[config.mk]
export PLATFORM = sky130hd
export DESIGN_NAME = bc_skid
export DESIGN_NICKNAME = d
export VERILOG_FILES = /design/src/bc_skid.sv
export SDC_FILE = /design/constraint.sdc
export NUM_CORES = 1
export LEC_CHECK = 0
export ABC_AREA = 1
export BUFFER_PORTS_ARGS = -buffer_cell sky130_fd_sc_hd__buf_2
export CORE_AREA = 2 2 39 41
export DETAILED_ROUTE_END_ITERATION = 10
export DIE_AREA = 0 0 41 43
export HOLD_SLACK_MARGIN = 0.12
export PLACE_DENSITY = 0.38
export RECOVER_POWER = 100
export SLEW_MARGIN = 0
export SYNTH_ARGS = -nofsm -noshare
export SYNTH_HDL_FRONTEND = slang
export SYNTH_SLANG_ARGS = --single-unit
[constraint.sdc]
create_clock -name clk -period 2.3 [get_ports clk]
set_input_delay 0.23 -clock clk [delete_from_list [all_inputs] [get_ports clk]]
set_output_delay 0.23 -clock clk [all_outputs]
set_load 0.1 [all_outputs]
[src/bc_skid.sv]
`default_nettype none

module bc_skid #(
  parameter int WIDTH = 1
) (
  input  logic             clk,
  input  logic             rst,
  input  logic             in_valid,
  output logic             in_ready,
  input  logic [WIDTH-1:0] in_data,
  output logic             out_valid,
  input  logic             out_ready,
  output logic [WIDTH-1:0] out_data
);

  logic             ov;
  logic [WIDTH-1:0] od;
  logic             sk_valid;
  logic [WIDTH-1:0] sk_data;

  // output register with one spare entry behind it
  always_ff @(posedge clk) begin
    if (rst) begin
      ov       <= 1'b0;
      sk_valid <= 1'b0;
    end else if (out_ready || !ov) begin
      if (sk_valid) begin
        ov       <= 1'b1;
        sk_valid <= 1'b0;
      end else begin
        ov <= in_valid;
      end
    end else if (in_valid && !sk_valid) begin
      sk_valid <= 1'b1;
    end
  end

  // payload moves with the control above
  always_ff @(posedge clk) begin
    if (out_ready || !ov) begin
      od <= sk_valid ? sk_data : in_data;
    end else if (in_valid && !sk_valid) begin
      sk_data <= in_data;
    end
  end

  assign in_ready  = !sk_valid;
  assign out_valid = ov;
  assign out_data  = od;

  // the spare entry is only used behind a full output register
  a_skid_behind: assert property (@(posedge clk) disable iff (rst)
    sk_valid |-> ov)
    else $error("spare entry full while output empty");

  // the spare entry stays put until the output drains
  a_skid_keep: assert property (@(posedge clk) disable iff (rst)
    (sk_valid && !out_ready) |=> (sk_valid && $stable(sk_data)))
    else $error("spare entry lost during stall");

endmodule

`default_nettype wire

# == Yosys cells after proc, flatten, opt, wreduce, memory -nomap -nowiden ==
# Index checks and enable logic that the tools add are counted.
# word_totals
in_bits,5
output_inout_bits,3
ff_bits,4
wordCells,13
# classes
muxes,2
reduce_logical,6
n_bitwise,1
# ops
cell,n
logical NOT 1 bit,2
two-way mux 1 bit,2
AND reduction 2 bit,1
OR reduction 2 bit,1
logical AND 1 bit,1
logical OR 1 bit,1
NOT 1 bit,1

# == Logic depth before layout (Yosys ltp) ==
# Gate-level depths: netlist (run 1).
# logic_depth
word_depth,4
ltp_mapped,3
depth_no_buf,3

# == Worst setup path after synthesis (run 1) ==
# OpenSTA, ideal clock, no wires.
# synth_timing
path_type,reg-to-reg
from,"register ov, in the netlist out_valid"
to,register sk_data (enable)
t_required_ps,2001
path_stages_with_launch,3
setup_time_ps,299
path_buffers,0
arrival_ps,1246
path_slack_ps,755
period_less_slack_ps,1545
cell_sequence,dfxtp_1 -> nand2_1 -> nor2_1
# synth_between
elab_chain_cells,4
# synth_rtl
item,line_no,rtl
"start, declared",16,logic ov;
"start signal, assigned",31,ov <= in_valid;
logical NOT 1 bit,40,if (out_ready || !ov) begin
logical OR 1 bit,40,
NOT 1 bit (no source line),n/a,
AND reduction 2 bit (no source line),n/a,
"end signal, assigned",43,sk_data <= in_data;
"end, declared",19,logic [WIDTH-1:0] sk_data;
# No other way between the ends.
# A chain may end at the register's enable or synchronous reset.

# == Final worst setup path (run 1) ==
# layout_timing
from,register sk_valid
to,output port in_ready
# layout_between
elab_chain_cells,1
# layout_rtl
item,line_no,rtl
"start, declared",18,logic sk_valid;
"start signal, assigned",25,sk_valid <= 1'b0;
"start signal, assigned",29,sk_valid <= 1'b0;
"start signal, assigned",34,sk_valid <= 1'b1;
logical NOT 1 bit,47,assign in_ready = !sk_valid;
"end, declared",9,"output logic in_ready,"
# No other way between the ends.

==> load_flow_metrics.sql, run 1 <==
INSERT INTO impl_metrics (metric_group, metric, value, unit) VALUES
('placement', 'buffer_ports.inserted', '7', ''),
('clock_network', 'clock_latency', '0.23', 'ns'),
('worst_setup_path', 'worst-path-buf-inv', '2', ''),
('routing', 'vias', '141', ''),
('die', 'placeableCoreArea', '1380', 'um^2'),
('clock_network', 'clockBufferDepth', '2', ''),
('clock_network', 'cts-buffers-inserted', '3', ''),
('clock_network', 'cts_tree', 'built', ''),
('worst_setup_path', 'critPathKind', 'flip-flop to primary output', ''),
('clock_network', 'cts.sinks', '4', ''),
('die', 'initial_core_utilization', '11.2', '%'),
('routing', 'drt-initial-drc-count', '3', ''),
('finish', 'drive_gt1_share', '21.4', '%'),
('sta', 'setup_tns', '0', 'ns'),
('global_routing', 'antenna_found_initial', '0', ''),
('global_routing', 'global_route_wire_length_before_repair', '489', 'um'),
('power', 'static-leakage-power', '0.105', 'nW'),
('worst_setup_path', 'cp_slowest_stage_delay', '0.88', 'ns'),
('clock_network', 'number_of_buffers_added_to_fix_hold_violations_after_cts', '0', ''),
('sta', 'number_of_pins_exceeding_their_max_slew_limit_in_the_final_report', '0', ''),
('clock_network', 'ctsRootBufferMaster', 'sky130_fd_sc_hd__clkbuf_4', ''),
('routing', 'routedWlPerCell', '7.89', 'um'),
('worst_setup_path', 'path_cells', 'inv_1 > clkbuf_1', ''),
('worst_setup_path', 'endpoint_kind', 'primary output', ''),
('synthesis', 'synthesis.area_per_instance', '8.62', 'um^2'),
('sta', 'period_minus_slack', '1.76', 'ns'),
('sta', 'slew_of_the_pin_with_the_lowest_slew_margin', '1.18', 'ns'),
('finish', 'fillers', '154', ''),
('global_routing', 'number_of_global_route_vias_before_repair', '138', ''),
('die', 'io_pins', '8', ''),
('routing', 'detail-route-antenna-nets', '0', ''),
('routing', 'remaining_drc_errors', '0', ''),
('power', 'irDropWorstVdd', '0.171', 'mV'),
('worst_setup_path', 'crit_arrival', '1.53', 'ns'),
('sta', 'rsz0062_at_grt', 'no', ''),
('synthesis', 'synth.yosys.warnings', '0', ''),
('global_routing', 'grt_usage', '4.92', '%'),
('sta', 'timing.clock.skew', '0.000309', 'ns'),
('hold_path', 'min-delay-path-class', 'input pin to flip-flop', ''),
('finish', 'area.sequential', '100', 'um^2'),
('sta', 'report.final.setup_viol', '0', ''),
('clock_network', 'clk_pin_slew_worst_paths', '0.04', 'ns'),
('sta', 'achievable_freq', '569', 'MHz'),
('synthesis', 'synth.cell_area', '155', 'um^2'),
('synthesis', 'netlist.area_leader.share', '38.7', '%'),
('synthesis', 'netlist.top_cell.by_area', 'sky130_fd_sc_hd__edfxtp_1', ''),
('worst_setup_path', 'path_max_fanout', '4', ''),
('routing', 'dr.pass1.iters', '3', ''),
('power', 'powerDensity', '901', 'nW/um^2'),
('run', 'timing.max_cap.violations', '0', ''),
('global_routing', 'grt_start_max_net_pins', '5', ''),
('worst_setup_path', 'critical_path.slowest_cell', 'sky130_fd_sc_hd__clkbuf_1', ''),
('clock_network', 'cts_max_level', '1', ''),
('routing', 'detail_route.wirelength', '347', 'um'),
('worst_setup_path', 'crit_family', 'buffers and inverters', ''),
('outcome', 'run_status', 'completed', ''),
('synthesis', 'mappedNetlistNets', '23', ''),
('sta', 'timing.final.hold_violations', '0', ''),
('placement', 'weighted_congestion_reported_at_the_end_of_routability_driven_placement', '0.665', ''),
('synthesis', 'netlist_instances', '18', ''),
('synthesis', 'synth_seq_cells', '4', ''),
('worst_setup_path', 'required', '2.07', 'ns'),
('finish', 'area_growth_syn_to_layout', '46.8', '%'),
('synthesis', 'synth.lib_cells_used.distinct', '8', ''),
('finish', 'layout_commonest_cell', 'sky130_fd_sc_hd__nand2_1', ''),
('finish', 'final_cell_mix', '6 x sky130_fd_sc_hd__nand2_1, 4 x sky130_fd_sc_hd__clkbuf_1', ''),
('finish', 'finish.net_count', '35', ''),
('die', 'dieWidth', '41', 'um'),
('routing', 'avgViaCountPerCell', '3.20', ''),
('finish', 'multi_input_area', '43.8', 'um^2'),
('die', 'floorplan.die_area', '1760', 'um^2');
-- cells by family (layout without fill, tap and decap cells) --
group | Yosys count | count (layout) | synth area share, %
AND/OR/NAND/NOR | 10 | 10 | 25.0
flip-flops | 4 | 4 | 64.5
buffers and inverters | 3 | 13 | 7.26
AO/OA/AOI/OAI | 1 | 1 | 3.22
-- per-stage QoR --
step	std cells	worst slack (ns)	power, mW	hold WS [ns]	utilization [%]
after floorplan	18	0.755	0.112	0.329	-
after global placement	41	1.26	0.121	0.433	15.2
after detailed placement	41	1.26	0.121	0.435	15.2
after CTS	44	1.00	0.212	0.189	16.8
after global routing	44	0.498	0.214	0.222	16.5
final	44	0.543	0.205	0.214	16.5
-- state kept, by name (all words and copies together), names as in the netlist --
name,cells
sk_valid,1
out_data,1
sk_data,1
out_valid,1
-- Yosys cell counts --
library cell / instances
sky130_fd_sc_hd__dfxtp_1: 2
sky130_fd_sc_hd__edfxtp_1: 2
sky130_fd_sc_hd__inv_1: 2
sky130_fd_sc_hd__inv_2: 1
sky130_fd_sc_hd__nand2_1: 6
sky130_fd_sc_hd__nand3_1: 1
sky130_fd_sc_hd__nor2_1: 3
sky130_fd_sc_hd__o21ai_1: 1
-- per-layer routing --
layer	vias to the layer above	routed length, um	global-route usage (%)
li1	75	-	-
met1	57	175	5.48
met2	7	113	4.06
met3	2	51	3.66
met4	0	7	8.00
met5	-	0	0
-- final timing paths --
path / from / endpoint / slack, ns / cells after the start
hold reg to reg: out_valid / sk_valid / 0.51 / 2
setup reg to reg: sk_valid / sk_data / 1.44 / 3
setup / recovery: sk_valid / in_ready / 0.54 / 2
hold / removal: in_data / sk_data / 0.21 / 1
-- power by group --
group | internal, mW | leakage (nW) | total [mW] | switching [mW]
Clock | 0.0584 | 0.0138 | 0.0870 | 0.0287
Sequential | 0.0795 | 0.0360 | 0.0814 | 0.00195
Combinational | 0.00565 | 0.0549 | 0.0367 | 0.0311
Total | 0.143 | 0.105 | 0.205 | 0.0617
-- final cells by class --
| cell class | instances | area share [%] |
|---|---|---|
| tap | 16 | 8.79 |
| timing repair buffer | 7 | 13.2 |
| inverter | 3 | 4.95 |
| multi-input combinational | 11 | 19.2 |
| clock buffer | 3 | 9.89 |
| sequential | 4 | 44.0 |
Power figures use the tool's default switching activity.
==> run 2, diff against run 1 <==
PLACE_DENSITY = 0.39   (was 0.38)
clock period = 1.6 ns   (was 2.3 ns; I/O delays follow)
==> run 2 against run 1 <==
  * Clock skew increased by 0.0093 ns
  * First-iteration DRC count unchanged
  * Clock-buffer cell count increased by 1
  * Sequential share of layout area decreased by 3.3 points
  * Setup slack got worse by 0.18 ns
  * Clock power increased by 60%
  * Critical path depth unchanged
  * Combinational power increased by 53%
  * Wire length decreased by 8.9%
  * Non-clock buffer count increased by 1
  * Critical endpoint unchanged
  * Highest routed layer is now met3
==> load_flow_metrics.sql, run 2 (synthesis results as in run 1) <==
INSERT INTO impl_metrics (metric_group, metric, value, unit) VALUES
('finish', 'layout.cells.non_filler', '46', ''),
('global_routing', 'grt_start_max_net_pins', '5', ''),
('clock_network', 'post_cts_resized', '0', ''),
('worst_setup_path', 'worstSetupStartpoint', 'sk_valid', ''),
('die', 'placement_rows', '14', ''),
('sta', 'setup_slack', '0.359', 'ns'),
('routing', 'avgViaCountPerCell', '3.17', ''),
('finish', 'area_growth_syn_to_layout', '58.9', '%'),
('worst_setup_path', 'r2r_start', 'sk_valid', ''),
('global_routing', 'global_route_wire_length_before_repair', '427', 'um'),
('sta', 'slew_of_the_pin_with_the_lowest_slew_margin', '0.540', 'ns'),
('clock_network', 'cts_max_level', '1', ''),
('worst_setup_path', 'path_cells', 'inv_2 > clkbuf_2', ''),
('placement', 'detailedPlacementHpwl', '255', 'um'),
('routing', 'remaining_drc_errors', '0', ''),
('global_routing', 'gr-total-overflow', '0', ''),
('clock_network', 'ctsRootBufferMaster', 'sky130_fd_sc_hd__clkbuf_4', ''),
('sta', 'timing.final.hold_violations', '0', ''),
('routing', 'vias', '146', ''),
('die', 'io_pins', '8', ''),
('worst_setup_path', 'path_max_fanout', '4', ''),
('hold_path', 'min-delay-path-class', 'input pin to flip-flop', ''),
('placement', 'weighted_congestion_reported_at_the_end_of_routability_driven_placement', '0.629', ''),
('clock_network', 'cts-buffers-inserted', '3', ''),
('sta', 'setup_tns', '0', 'ns'),
('worst_setup_path', 'required', '1.44', 'ns'),
('power', 'irDropWorstVdd', '0.275', 'mV'),
('global_routing', 'antenna_found_initial', '0', ''),
('die', 'dieWidth', '41', 'um'),
('hold_path', 'timing.hold.worst.start', 'in_valid', ''),
('placement', 'place_inst', '41', ''),
('outcome', 'run_status', 'completed', ''),
('power', 'seqPwrFrac', '37.5', '%'),
('worst_setup_path', 'crit_arrival', '1.08', 'ns'),
('power', 'pwr-share-clk', '44.5', '%'),
('worst_setup_path', 'critical_path.slowest_cell', 'sky130_fd_sc_hd__clkbuf_2', ''),
('routing', 'detail_route.wirelength', '316', 'um'),
('clock_network', 'cts_tree', 'built', ''),
('global_routing', 'grt_usage', '4.01', '%'),
('worst_setup_path', 'r2r_setup_slack', '0.76', 'ns'),
('finish', 'final_cell_mix', '6 x sky130_fd_sc_hd__nand2_1, 4 x sky130_fd_sc_hd__buf_2, 3 x sky130_fd_sc_hd__nor2_1, 3 x sky130_fd_sc_hd__clkbuf_4, 3 x sky130_fd_sc_hd__clkbuf_2', ''),
('finish', 'utilization', '17.8', '%'),
('clock_network', 'number_of_buffers_added_to_fix_hold_violations_after_cts', '1', ''),
('worst_setup_path', 'cp-start-kind', 'flip-flop', ''),
('power', 'cellInternalPower', '0.219', 'mW'),
('die', 'floorplan.die_area', '1760', 'um^2'),
('power', 'power_frac_comb', '18.0', '%'),
('clock_network', 'clk_pin_slew_worst_paths', '0.03', 'ns'),
('placement', 'detailed_place.area', '210', 'um^2'),
('global_routing', 'number_of_global_route_vias_before_repair', '127', ''),
('power', 'powerDensity', '1270', 'nW/um^2'),
('finish', 'finish.net_count', '36', ''),
('worst_setup_path', 'reg2reg_to', 'sk_data', ''),
('sta', 'period_minus_slack', '1.24', 'ns'),
('clock_network', 'clockBufferDepth', '2', ''),
('worst_setup_path', 'r2r_cells', '3', ''),
('run', 'timing.max_cap.violations', '0', ''),
('worst_setup_path', 'endpoint_kind', 'primary output', ''),
('power', 'p_total', '0.312', 'mW'),
('clock_network', 'post_cts_buffers', '0', ''),
('sta', 'timing.clock.skew', '0.00956', 'ns'),
('power', 'static-leakage-power', '0.122', 'nW'),
('sta', 'rsz0062_at_grt', 'no', ''),
('hold_path', 'worstHoldEndpoint', 'sk_valid', ''),
('worst_setup_path', 'critPathKind', 'flip-flop to primary output', ''),
('sta', 'report.final.setup_viol', '0', ''),
('worst_setup_path', 'cp_slowest_stage_delay', '0.45', 'ns'),
('sta', 'hold_slack', '0.190', 'ns'),
('routing', 'drt-initial-drc-count', '3', ''),
('finish', 'diodes', '0', ''),
('finish', 'post-route-cell-area', '246', 'um^2'),
('finish', 'drive_gt1_share', '36.7', '%'),
('die', 'initial_core_utilization', '11.2', '%'),
('routing', 'detail-route-antenna-nets', '0', ''),
('power', 'power.switching_fraction', '29.7', '%'),
('finish', 'layout_commonest_cell', 'sky130_fd_sc_hd__nand2_1', ''),
('routing', 'dr.pass1.iters', '2', ''),
('power', 'power.net_switching', '0.0927', 'mW'),
('clock_network', 'cts.sinks', '4', ''),
('sta', 'achievable_freq', '806', 'MHz'),
('sta', 'worst_slew_slack_as_a_fraction_of_its_limit', '64.2', '%'),
('clock_network', 'clock_latency', '0.24', 'ns'),
('sta', 'number_of_pins_exceeding_their_max_slew_limit_in_the_final_report', '0', ''),
('die', 'placeableCoreArea', '1380', 'um^2'),
('die', 'die_y', '43', 'um'),
('hold_path', 'hold_critical_path_depth', '3', ''),
('placement', 'buffer_ports.inserted', '7', ''),
('placement', 'pre_cts_ws', '0.636', 'ns'),
('routing', 'routedWlPerCell', '6.87', 'um'),
('sta', 'post-route-period-util', '77.6', '%');
## run 2: area by class of cell
| class | count | area (um^2) |
|---|---|---|
| Clock buffer | 4 | 26.3 |
| Fill cell | 157 | 1140 |
| Inverter | 3 | 11.3 |
| Multi-Input combinational cell | 11 | 43.8 |
| Sequential cell | 4 | 100 |
| Tap cell | 16 | 20.0 |
| Timing Repair Buffer | 8 | 45.0 |
## run 2: worst max path at each step
stage,endpoint,slack [ns],depth (start not counted)
floorplan,sk_data,0.05,2
global placement,in_ready,0.65,2
detailed placement,in_ready,0.64,2
CTS,in_ready,0.38,2
global route,in_ready,0.33,2
finish,in_ready,0.36,2
## run 2: power by group through the flow
stage	Sequential, mW	Combinational [mW]	Clock [mW]
2_1_floorplan	0.149	0.0124	0
3_3_place_gp	0.119	0.0553	0
3_5_place_dp	0.118	0.0551	0
4_1_cts	0.117	0.0570	0.147
5_1_grt	0.118	0.0593	0.151
6_report	0.117	0.0562	0.139
## run 2: worst max-delay path: cells and delay by family (launching register included)
| family | cells | cell delay [ns] |
|---|---|---|
| buffers and inverters | 2 | 0.52 |
| flip-flops | 1 | 0.33 |
## run 2: routing by layer
layer  vias to the layer above  track usage (%)  routed length (um)
met5                         -                0                   0
met4                         0             4.00                   0
li1                         78                -                   -
met2                         3             5.94                 168
met3                         0             3.14                   7
met1                        65             2.88                 140
